### src/rtl/core/pidc_pkg.sv
// Shared types and constants for the PID position/increment controller.
`timescale 1ns / 1ps
`default_nettype none

package pidc_pkg;

    localparam int GAIN_W         = 16;
    localparam int SET_W          = 16;
    localparam int OUT_W          = 32;
    localparam int CFG_DATA_W     = 16;
    localparam int CFG_INDEX_W    = 3;
    localparam int GAIN_FRAC_BITS = 8;

    typedef enum logic [CFG_INDEX_W-1:0] {
        REG_MODE     = 3'd0,
        REG_SETPOINT = 3'd1,
        REG_KP_GAIN  = 3'd2,
        REG_KI_GAIN  = 3'd3,
        REG_KD_GAIN  = 3'd4
    } cfg_reg_t;

    typedef enum logic {
        MODE_INCREMENTAL = 1'b0,
        MODE_POSITIONAL  = 1'b1
    } pid_mode_t;

endpackage

`default_nettype wire

### src/rtl/core/pidc_if.sv
// Item channel interfaces for the PID controller: sample in, control value out.
`timescale 1ns / 1ps
`default_nettype none

interface pidc_in_if #(
    parameter int SAMPLE_BITS = 16
) ();
    logic                          valid;
    logic                          ready;
    logic signed [SAMPLE_BITS-1:0] measurement;

    modport source (output valid, output measurement, input ready);
    modport sink   (input valid, input measurement, output ready);
endinterface

interface pidc_out_if import pidc_pkg::*; ();
    logic                    valid;
    logic                    ready;
    logic signed [OUT_W-1:0] control_value;
    logic                    saturated;

    modport source (output valid, output control_value, output saturated, input ready);
    modport sink   (input valid, input control_value, input saturated, output ready);
endinterface

`default_nettype wire

### src/rtl/core/pid_position_increment_controller.sv
// Discrete PID controller, incremental or positional form: operand register, then result register.
// The accepted sample item loads the operand register; the result register loads from it once the output is
// free (multiply, sum, scale and clip lie between the two registers).
// Throughput: one item per cycle; a result waiting at the output stalls intake only once
// the operand register is also full.
// Reset: all configuration, error history and the error sum clear to zero; no item held.
`timescale 1ns / 1ps
`default_nettype none

module pid_position_increment_controller import pidc_pkg::*; #(
    parameter int SAMPLE_BITS = 16
) (
    input  wire logic                   clk,
    input  wire logic                   rst_n,
    input  wire logic                   cfg_we,
    input  wire logic [CFG_INDEX_W-1:0] cfg_index,
    input  wire logic [CFG_DATA_W-1:0]  cfg_data,
    pidc_in_if.sink                     samples,
    pidc_out_if.source                  results
);

    localparam int ERR_W  = ((SAMPLE_BITS > SET_W) ? SAMPLE_BITS : SET_W) + 1;
    localparam int DER_W  = ERR_W + 1;
    localparam int OP1_W  = (ERR_W > OUT_W) ? ERR_W : OUT_W;
    localparam int SUMX_W = OP1_W + 1;
    localparam int P0_W   = GAIN_W + ERR_W;
    localparam int P1_W   = GAIN_W + OP1_W;
    localparam int P2_W   = GAIN_W + DER_W;
    localparam int ACC_W  = GAIN_W + OP1_W + 3;

    localparam logic signed [SUMX_W-1:0] SUM_HI =
        {{(SUMX_W-OUT_W+1){1'b0}}, {(OUT_W-1){1'b1}}};
    localparam logic signed [SUMX_W-1:0] SUM_LO =
        {{(SUMX_W-OUT_W+1){1'b1}}, {(OUT_W-1){1'b0}}};
    localparam logic signed [ACC_W-1:0] ACC_HI =
        {{(ACC_W-OUT_W+1){1'b0}}, {(OUT_W-1){1'b1}}};
    localparam logic signed [ACC_W-1:0] ACC_LO =
        {{(ACC_W-OUT_W+1){1'b1}}, {(OUT_W-1){1'b0}}};
    localparam logic signed [ACC_W-1:0] ROUND_BIAS = ACC_W'((1 << GAIN_FRAC_BITS) - 1);

    // configuration
    pid_mode_t                mode_reg;
    logic signed [SET_W-1:0]  setpoint_reg;
    logic signed [GAIN_W-1:0] kp_gain_reg;
    logic signed [GAIN_W-1:0] ki_gain_reg;
    logic signed [GAIN_W-1:0] kd_gain_reg;

    // loop state
    logic signed [ERR_W-1:0]  last_error_reg;
    logic signed [ERR_W-1:0]  prior_error_reg;
    logic signed [OUT_W-1:0]  error_sum_reg;
    logic signed [ERR_W-1:0]  last_error_next;
    logic signed [ERR_W-1:0]  prior_error_next;
    logic signed [OUT_W-1:0]  error_sum_next;

    // operand stage
    logic                     v1_reg;
    pid_mode_t                mode1_reg;
    logic signed [ERR_W-1:0]  op0_reg;
    logic signed [OP1_W-1:0]  op1_reg;
    logic signed [DER_W-1:0]  op2_reg;
    logic signed [OP1_W-1:0]  op1_next;
    logic signed [DER_W-1:0]  op2_next;

    // products
    logic signed [P0_W-1:0]   p0_next;
    logic signed [P1_W-1:0]   p1_next;
    logic signed [P2_W-1:0]   p2_next;

    // output stage
    logic                     vo_reg;
    pid_mode_t                modeo_reg;
    logic signed [OUT_W-1:0]  cv_reg;
    logic                     sat_reg;
    logic signed [OUT_W-1:0]  cv_next;
    logic                     sat_next;

    logic                     out_free;
    logic                     take1;
    logic                     in_fire;
    logic signed [ERR_W-1:0]  err;
    logic signed [DER_W-1:0]  derr;
    logic signed [SUMX_W-1:0] sum_wide;
    logic signed [ACC_W-1:0]  acc;
    logic signed [ACC_W-1:0]  scaled;

    assign out_free      = !vo_reg || results.ready;
    assign take1         = !v1_reg || out_free;
    assign samples.ready = take1;
    assign in_fire       = samples.valid && take1;

    assign results.valid         = vo_reg;
    assign results.control_value = cv_reg;
    assign results.saturated     = sat_reg;

    always_ff @(posedge clk or negedge rst_n)
    begin
        if (!rst_n)
        begin
            mode_reg     <= MODE_INCREMENTAL;
            setpoint_reg <= '0;
            kp_gain_reg  <= '0;
            ki_gain_reg  <= '0;
            kd_gain_reg  <= '0;
        end
        else if (cfg_we)
        begin
            case (cfg_reg_t'(cfg_index))
                REG_MODE:     mode_reg     <= pid_mode_t'(cfg_data[0]);
                REG_SETPOINT: setpoint_reg <= cfg_data;
                REG_KP_GAIN:  kp_gain_reg  <= cfg_data;
                REG_KI_GAIN:  ki_gain_reg  <= cfg_data;
                REG_KD_GAIN:  kd_gain_reg  <= cfg_data;
                default:      ;
            endcase
        end
    end

    // error, saturating sum and the three multiplicands
    always_comb
    begin
        err      = ERR_W'(setpoint_reg) - ERR_W'(samples.measurement);
        derr     = DER_W'(err) - DER_W'(last_error_reg);
        sum_wide = SUMX_W'(error_sum_reg) + SUMX_W'(err);

        if (sum_wide > SUM_HI)
            error_sum_next = OUT_W'(SUM_HI);
        else if (sum_wide < SUM_LO)
            error_sum_next = OUT_W'(SUM_LO);
        else
            error_sum_next = OUT_W'(sum_wide);

        last_error_next  = err;
        prior_error_next = prior_error_reg;
        if (mode_reg == MODE_POSITIONAL)
        begin
            op1_next = OP1_W'(error_sum_next);
            op2_next = derr;
        end
        else
        begin
            error_sum_next   = error_sum_reg;
            prior_error_next = last_error_reg;
            op1_next         = OP1_W'(last_error_reg);
            op2_next         = DER_W'(prior_error_reg);
        end
    end

    always_ff @(posedge clk or negedge rst_n)
    begin
        if (!rst_n)
        begin
            last_error_reg  <= '0;
            prior_error_reg <= '0;
            error_sum_reg   <= '0;
        end
        else if (in_fire)
        begin
            last_error_reg  <= last_error_next;
            prior_error_reg <= prior_error_next;
            error_sum_reg   <= error_sum_next;
        end
    end

    always_comb
    begin
        p0_next = P0_W'(kp_gain_reg) * P0_W'(op0_reg);
        p1_next = P1_W'(ki_gain_reg) * P1_W'(op1_reg);
        p2_next = P2_W'(kd_gain_reg) * P2_W'(op2_reg);
    end

    // sum, divide truncating toward zero, clip
    always_comb
    begin
        if (mode1_reg == MODE_POSITIONAL)
            acc = ACC_W'(p0_next) + ACC_W'(p1_next) + ACC_W'(p2_next);
        else
            acc = ACC_W'(p0_next) - ACC_W'(p1_next) + ACC_W'(p2_next);

        if (acc < 0)
            scaled = (acc + ROUND_BIAS) >>> GAIN_FRAC_BITS;
        else
            scaled = acc >>> GAIN_FRAC_BITS;

        sat_next = 1'b1;
        if (scaled > ACC_HI)
            cv_next = OUT_W'(ACC_HI);
        else if (scaled < ACC_LO)
            cv_next = OUT_W'(ACC_LO);
        else
        begin
            cv_next  = OUT_W'(scaled);
            sat_next = 1'b0;
        end

        if (mode1_reg == MODE_POSITIONAL && cv_next < 0)
        begin
            cv_next  = '0;
            sat_next = 1'b1;
        end
    end

    always_ff @(posedge clk or negedge rst_n)
    begin
        if (!rst_n)
        begin
            v1_reg <= 1'b0;
            vo_reg <= 1'b0;
        end
        else
        begin
            if (take1)
                v1_reg <= samples.valid;
            if (out_free)
                vo_reg <= v1_reg;
        end
    end

    always_ff @(posedge clk)
    begin
        if (in_fire)
        begin
            mode1_reg <= mode_reg;
            op0_reg   <= err;
            op1_reg   <= op1_next;
            op2_reg   <= op2_next;
        end
        if (v1_reg && out_free)
        begin
            modeo_reg <= mode1_reg;
            cv_reg    <= cv_next;
            sat_reg   <= sat_next;
        end
    end

    a_pos_nonneg: assert property (@(posedge clk) disable iff (!rst_n)
        vo_reg && modeo_reg == MODE_POSITIONAL |-> !cv_reg[OUT_W-1])
        else $error("positional result below zero");

    a_inc_sum_held: assert property (@(posedge clk) disable iff (!rst_n)
        in_fire && mode_reg == MODE_INCREMENTAL |=> $stable(error_sum_reg))
        else $error("error sum moved on incremental item");

    a_pos_prior_held: assert property (@(posedge clk) disable iff (!rst_n)
        in_fire && mode_reg == MODE_POSITIONAL |=> $stable(prior_error_reg))
        else $error("prior error moved on positional item");

    a_last_error: assert property (@(posedge clk) disable iff (!rst_n)
        in_fire |=> last_error_reg == $past(err))
        else $error("last error not taken from accepted item");

    a_stage1_hold: assert property (@(posedge clk) disable iff (!rst_n)
        v1_reg && !out_free |=> v1_reg && $stable(op0_reg) && $stable(op1_reg))
        else $error("operand stage lost an item under stall");

endmodule

`default_nettype wire
### src/flat_wrapper.sv
// flat-port wrapper written by rule: the top's interface ports become plain ports
module pid_position_increment_controller_flat import pidc_pkg::*;
#(
    parameter int SAMPLE_BITS = 16
)
  (clk, rst_n, cfg_we, cfg_index, cfg_data, samples_valid, samples_measurement, samples_ready, results_valid, results_control_value, results_saturated, results_ready);
  pidc_in_if #(.SAMPLE_BITS(SAMPLE_BITS)) samples_i ();
  pidc_out_if results_i ();
  input  wire logic clk;
  input  wire logic rst_n;
  input  wire logic cfg_we;
  input  wire logic [CFG_INDEX_W-1:0] cfg_index;
  input  wire logic [CFG_DATA_W-1:0] cfg_data;
  input wire logic [$bits(samples_i.valid)-1:0] samples_valid;
  input wire logic [$bits(samples_i.measurement)-1:0] samples_measurement;
  output wire logic [$bits(samples_i.ready)-1:0] samples_ready;
  output wire logic [$bits(results_i.valid)-1:0] results_valid;
  output wire logic [$bits(results_i.control_value)-1:0] results_control_value;
  output wire logic [$bits(results_i.saturated)-1:0] results_saturated;
  input wire logic [$bits(results_i.ready)-1:0] results_ready;
  assign samples_i.valid = samples_valid;
  assign samples_i.measurement = samples_measurement;
  assign samples_ready = samples_i.ready;
  assign results_valid = results_i.valid;
  assign results_control_value = results_i.control_value;
  assign results_saturated = results_i.saturated;
  assign results_i.ready = results_ready;
  pid_position_increment_controller #(.SAMPLE_BITS(SAMPLE_BITS)) u_core (.clk(clk), .rst_n(rst_n), .cfg_we(cfg_we), .cfg_index(cfg_index), .cfg_data(cfg_data), .samples(samples_i), .results(results_i));
endmodule
### config.mk
export PLATFORM = sky130hd
export DESIGN_NAME = pid_position_increment_controller_flat
export DESIGN_NICKNAME = d
export VERILOG_FILES = /design/src/rtl/core/pidc_pkg.sv /design/src/rtl/core/pidc_if.sv /design/src/rtl/core/pid_position_increment_controller.sv /design/src/flat_wrapper.sv
export SDC_FILE = /design/constraint.sdc
export NUM_CORES = 2
export LEC_CHECK = 0
export ABC_AREA = 1
export BUFFER_PORTS_ARGS = -buffer_cell sky130_fd_sc_hd__buf_2
export CORE_MARGIN = 2
export CORE_UTILIZATION = 60
export DETAILED_ROUTE_END_ITERATION = 10
export GPL_TIMING_DRIVEN = 0
export PLACE_DENSITY_LB_ADDON = 0.05
export SETUP_SLACK_MARGIN = 0.3
export SLEW_MARGIN = 25
export SYNTH_ARGS = -nofsm -noshare
export SYNTH_HDL_FRONTEND = slang
export SYNTH_SLANG_ARGS = --single-unit
### constraint.sdc
create_clock -name clk -period 26.7 [get_ports clk]
set_clock_uncertainty 0.2 [all_clocks]
set_input_delay 2.67 -clock clk [delete_from_list [all_inputs] [get_ports clk]]
set_output_delay 2.67 -clock clk [all_outputs]
set_load 0.01 [all_outputs]
Word level (Yosys, flattened, before mapping)
Cells that the tools add are included.
{"block": "totals", "register_bits": 234, "inputBits": 40, "out_inout_bits": 35, "elab_cells": 63}
{"block": "op_classes", "addsub": 8, "multipliers": 3, "magnitude_cmp": 6, "n_eq_ne": 4, "n_mux": 9, "n_bitwise": 1, "n_reduce_logical": 16}
{"operator": "32-bit 2-to-1 mux", "n": 5}
{"operator": "51-bit 2-to-1 mux", "n": 2}
{"operator": "49-bit by 34-bit adder with 50-bit output", "n": 2}
{"operator": "51-bit by 9-bit adder with 51-bit output (second input constant)", "n": 1}
{"operator": "51-bit by 32-bit greater-than comparator with 1-bit output (second input constant)", "n": 1}
{"operator": "51-bit by 1-bit < comparator with 1-bit output (second input constant)", "n": 1}
{"operator": "51-bit by 32-bit < comparator with 1-bit output (second input constant)", "n": 1}
{"operator": "33-bit by 48-bit adder with 49-bit output", "n": 1}
{"operator": "33-bit by 48-bit subtractor with 49-bit output", "n": 1}
{"operator": "16-bit by 32-bit multiplier with 48-bit output", "n": 1}
{"operator": "16-bit by 18-bit multiplier with 34-bit output", "n": 1}
{"operator": "32-bit by 17-bit adder with 33-bit output", "n": 1}
{"operator": "33-bit by 32-bit greater-than comparator with 1-bit output (second input constant)", "n": 1}
{"operator": "33-bit by 32-bit < comparator with 1-bit output (second input constant)", "n": 1}
{"operator": "16-bit by 17-bit multiplier with 33-bit output", "n": 1}
{"operator": "32-bit by 1-bit < comparator with 1-bit output (second input constant)", "n": 1}
{"operator": "18-bit 2-to-1 mux", "n": 1}
{"operator": "17-bit by 17-bit subtractor with 18-bit output", "n": 1}
{"operator": "16-bit by 16-bit subtractor with 17-bit output", "n": 1}
{"operator": "2-bit AND reduction", "n": 7}
{"operator": "3-bit by 2-bit == test with 1-bit output (second input constant)", "n": 2}
{"operator": "3-bit by 1-bit == test with 1-bit output (second input constant)", "n": 1}
{"operator": "3-bit == test (second input constant)", "n": 1}
{"operator": "1-bit logical AND", "n": 3}
{"operator": "6 further kinds", "n": 8}

Logic depth before layout (Yosys ltp)
{"block": "logic_depth", "ltp_word": 12, "mapped_depth": 61, "depth_no_buf": 58}

Worst setup path before layout
OpenSTA, ideal clock, no wires.
{"block": "synth_timing", "kind": "register to register", "startpoint": "reg u_core.kp_gain_reg[1]", "endpoint": "reg u_core.cv_reg[21], in the netlist u_core.results.control_value[21], data pin", "setup_ps": 275, "t_arrival_ps": 12015, "required_ps": 26225, "path_slack_ps": 14210, "stages_incl_launch_ff": 47, "n_path_buf": 3, "period_less_slack_ps": 12490, "path_cell_list": "dfrtp_1 > clkbuf_1 > clkbuf_1 > nand2_1 > fa_1 > inv_1 > fa_1 > inv_1 > fa_1 > fa_1 > fa_1 > fa_1 > inv_1 > ha_1 > a21oi_1 > a21boi_0 > o21ai_1 > a21boi_0 > (+11 left out) > a21oi_1 > nor2_1 > or2_2 > nor2_1 > nand3_1 > nand3_1 > nand2_1 > nor2_1 > nand2_1 > nor2_1 > nand3_1 > nand2_1 > nand2_1 > nor3b_1 > nand3_1 > nand2_2 > buf_4 > a21oi_1"}
{"block": "synth_between", "elab_chain_cells": 11}
{"item": "start: declaration", "line": "pid_position_increment_controller.sv:44", "rtl": "logic signed [GAIN_W-1:0] kp_gain_reg;"}
{"item": "start signal: assignment", "line": "pid_position_increment_controller.sv:111", "rtl": "REG_KP_GAIN: kp_gain_reg <= cfg_data;"}
{"item": "16-bit by 17-bit multiplier with 33-bit output (*)", "line": "pid_position_increment_controller.sv:167", "rtl": "p0_next = P0_W'(kp_gain_reg) * P0_W'(op0_reg);"}
{"item": "33-bit by 48-bit subtractor with 49-bit output or 33-bit by 48-bit adder with 49-bit output (tied branches)", "line": "pid_position_increment_controller.sv:178, pid_position_increment_controller.sv:176"}
{"item": "49-bit by 34-bit adder with 50-bit output (on tied branches)", "line": "pid_position_increment_controller.sv:178, pid_position_increment_controller.sv:176"}
{"item": "51-bit 2-to-1 mux (*)", "line": "pid_position_increment_controller.sv:175", "rtl": "if (mode1_reg == MODE_POSITIONAL)"}
{"item": "51-bit by 9-bit adder with 51-bit output or 51-bit by 1-bit < comparator with 1-bit output (tied branches)", "line": "pid_position_increment_controller.sv:181, pid_position_increment_controller.sv:180"}
{"item": "51-bit 2-to-1 mux (*)", "line": "pid_position_increment_controller.sv:180", "rtl": "if (acc < 0)"}
{"item": "51-bit by 32-bit < comparator with 1-bit output", "line": "pid_position_increment_controller.sv:188", "rtl": "else if (scaled < ACC_LO)"}
{"item": "32-bit 2-to-1 mux", "line": "pid_position_increment_controller.sv:188"}
{"item": "32-bit 2-to-1 mux (*)", "line": "pid_position_increment_controller.sv:186", "rtl": "if (scaled > ACC_HI)"}
{"item": "32-bit by 1-bit < comparator with 1-bit output", "line": "pid_position_increment_controller.sv:196", "rtl": "if (mode1_reg == MODE_POSITIONAL && cv_next < 0)"}
{"item": "1-bit logical AND", "line": "pid_position_increment_controller.sv:196"}
{"item": "end signal: assignment", "line": "pid_position_increment_controller.sv:231", "rtl": "cv_reg <= cv_next;"}
{"item": "end: declaration", "line": "pid_position_increment_controller.sv:73", "rtl": "logic signed [OUT_W-1:0] cv_reg;"}
Mark *: on every way between the ends. The rest lies on a longest branch, timed or not.
A chain may end at the register's enable or synchronous reset.

Worst setup path in the final report
{"block": "layout_timing", "startpoint": "reg u_core.kd_gain_reg[4]", "endpoint": "reg u_core.cv_reg[2], in the netlist u_core.results.control_value[2], data pin"}
{"block": "layout_between", "elab_chain_cells": 10}
{"item": "start: declaration", "line": "pid_position_increment_controller.sv:46", "rtl": "logic signed [GAIN_W-1:0] kd_gain_reg;"}
{"item": "start signal: assignment", "line": "pid_position_increment_controller.sv:113", "rtl": "REG_KD_GAIN: kd_gain_reg <= cfg_data;"}
{"item": "16-bit by 18-bit multiplier with 34-bit output (*)", "line": "pid_position_increment_controller.sv:169", "rtl": "p2_next = P2_W'(kd_gain_reg) * P2_W'(op2_reg);"}
{"item": "49-bit by 34-bit adder with 50-bit output (on tied branches)", "line": "pid_position_increment_controller.sv:178, pid_position_increment_controller.sv:176"}
{"item": "51-bit 2-to-1 mux (*)", "line": "pid_position_increment_controller.sv:175"}
{"item": "51-bit by 9-bit adder with 51-bit output or 51-bit by 1-bit < comparator with 1-bit output (tied branches)", "line": "pid_position_increment_controller.sv:181, pid_position_increment_controller.sv:180"}
{"item": "51-bit 2-to-1 mux (*)", "line": "pid_position_increment_controller.sv:180"}
{"item": "51-bit by 32-bit < comparator with 1-bit output", "line": "pid_position_increment_controller.sv:188"}
{"item": "32-bit 2-to-1 mux", "line": "pid_position_increment_controller.sv:188"}
{"item": "32-bit 2-to-1 mux (*)", "line": "pid_position_increment_controller.sv:186"}
{"item": "32-bit by 1-bit < comparator with 1-bit output", "line": "pid_position_increment_controller.sv:196"}
{"item": "1-bit logical AND", "line": "pid_position_increment_controller.sv:196"}
Marks and branches as above.

==> results by group <==
Run status
  – Outcome: complete, no violations

Yosys
  – Area leader, netlist: fa_1
  – Sequential-to-total area share from yosys stat: 9.86%
  – Mapped Area: 64500 um^2
  – Count leader, synth: nand2_1
  – Synthesized Nets: 10498
  – Top cell type's share of synthesized area: 35.6%
  – Synth top cells by count: 2557 x nand2_1, 2470 x inv_1, 1148 x fa_1
  – Yosys reg bits: 234
  – Synth warn: 0
  – Gate Count Post-Synth: 8855
  – Post-synth EDFFs: 101
  – Syn Area/Cell: 7.29 um^2
  – Synth unique cells: 52
  – Main synth FF type: dfrtp_1
  – Synth top area cells: fa_1 36%, nand2_1 15%, inv_1 14%
  – Post-synth ARST share: 56.8%

Critical path
  – Arrival @ worst endpoint: 13.87 ns
  – WS Path Type: reg -> reg
  – Critical Path Most Common Cell: nand2_1
  – CP required: 26.81 ns
  – Worst setup SP type: flip-flop
  – CP max stage delay: 0.80 ns
  – CP Capture Type: flip-flop
  – Slowest cell on the critical path: xor2_1
  – Max Fanout on Critical Path: 10

Final layout
  – Final nets: 10610
  – Non-Filler Instances: 10397
  – Register area: 6360 um^2
  – Final core utilization: 63.5%
  – Area delta synth->final: 5.29%
  – Area of the multi-input gates: 47800 um^2
  – # fillers: 9887
  – Layout cells sized above 1: 3.04%

Place
  – Final HPWL from detailed placement: 177 mm
  – IO Port Bufs: 74
  – Pre-CTS setup slack: 13.23 ns
  – Placer Congestion: 1.03
  – Placed insts: 10340

Clock tree
  – Clk root buf: clkbuf_16
  – TritonCTS clock tree: yes
  – Post-CTS Setup Bufs: 0
  – # resized after CTS: 0
  – CTS clock-pin slew for the worst setup and hold paths: 0.06 ns
  – Clk buf depth: 3
  – CTS Buf Count: 28
  – Hold buffers post-CTS: 0
  – TritonCTS Sinks: 234
  – Worst-skew pair later-pin latency: 0.62 ns
  – H-tree Lvls: 1

STA
  – Endpoints failing setup: 0
  – Relative slew slack: 26.1%
  – FMAX: 72.7 MHz
  – RSZ-0062 raised after global routing: no
  – TNS Setup: 0 ns
  – Fin crit period: 13.76 ns
  – Final period utilization: 51.5%
  – Endpoints failing hold: 0
  – Fin worst setup slack: 12.94 ns
  – Worst slew pin tran: 1.10 ns
  – Final slew viol count: 0

Floorplanning
  – Die W: 332 um
  – Initial Utilization: 60.3%
  – Top-Level Pins: 75
  – Die Ht: 332 um
  – Core box area: 107000 um^2
  – FP Rows: 120
  – Die area: 110000 um^2

Global routing
  – Initial antenna violation count: 5
  – Grt total ovfl: 0
  – Vias in the first global route: 56658
  – Largest net degree at the start of global routing: 79
  – Tot GR Track Use: 38.1%
  – First-pass GRT wire length: 320 mm

Job
  – Max-cap violations: 0

Detailed routing
  – Initial DRC count: 4707
  – Vias: 55331
  – Via density: 5.32
  – Antenna violation net count after detailed routing: 0
  – Detailed Route WL: 206 mm
  – TritonRoute pass-1 iters: 7
  – DRC viols: 0
  – Routed WL per cell: 19.8 um

Worst hold path
  – Hold Crit Class: reg -> reg
-- layout by cell type (no fill, tap or decap), types with 80 or more instances in the layout --
master,synthesis,final
dfrtp_1,133,133
nor2_1,365,365
xor2_1,134,125
ha_1,455,455
buf_2,7,80
nand2_1,2557,2557
fa_1,1148,1148
a21oi_1,275,274
nand3_1,278,278
o21ai_0,220,220
inv_1,2470,2470
xnor2_1,86,84
clkbuf_1,251,256
edfxtp_1,101,101
-- critical path, delay by kind of cell, from the launching register on --
kind | cells | cell delay [ns]
adder cells (fa/ha/maj) | 9 | 4.41
AO/OA/AOI/OAI | 11 | 3.19
AND/OR/NAND/NOR | 21 | 2.96
buffers and inverters | 7 | 1.52
XOR/XNOR | 1 | 0.80
flip-flops | 1 | 0.33
-- cell families after synthesis --
kind of cell,Yosys count,synth area share (%)
AOI/OAI and AO/OA,629,5.25
buffers and inverters,2770,16.2
xor gates and xnor gates,220,2.99
DFF,234,9.86
muxes,1,0.0175
and+or+nand+nor,3398,21.2
adders and majority gates,1603,44.5
-- layer usage --
layer	track usage [%]	part of all wire [%]	up-vias
met5	0	0	-
met2	60.8	45	2425
li1	-	-	25825
met4	15.2	4.6	0
met1	51.0	40	26651
met3	8.30	10	430
-- worst paths after layout --
check,endpoint,cells past startpoint,from,slack (ns)
min in group asynchronous,u_core.setpoint_reg[8],1,rst_n,1.77
hold / removal,u_core.error_sum_reg[14],2,u_core.error_sum_reg[14],0.29
setup reg to reg,u_core.results.control_value[2],49,u_core.kd_gain_reg[4],12.94
setup / recovery,u_core.results.control_value[2],49,u_core.kd_gain_reg[4],12.94
max in group asynchronous,u_core.kd_gain_reg[1],2,rst_n,23.73
hold reg to reg,u_core.error_sum_reg[14],2,u_core.error_sum_reg[14],0.29
-- cell type report --
cell class / count / share of cell area, %
clock buffer: 39 / 1.22
clock inverter: 13 / 0.158
timing repair buffer: 82 / 0.873
buffer: 289 / 1.69
tap: 1403 / 2.58
sequential: 234 / 9.36
multi-input combinational: 5851 / 70.4
antenna: 5 / 0.0184
inverter: 2481 / 13.7
-- per-stage QoR --
step           hold WS (ns)  area, um^2
2_1_floorplan         0.247       64500
3_3_place_gp          0.256       66600
4_1_cts               0.287       67900
6_report              0.285       67900
3_5_place_dp          0.273       67000
5_1_grt               0.301       67900
Power is not shown: default switching activity piles up to over one toggle a cycle in this logic, so the estimate is an artifact.
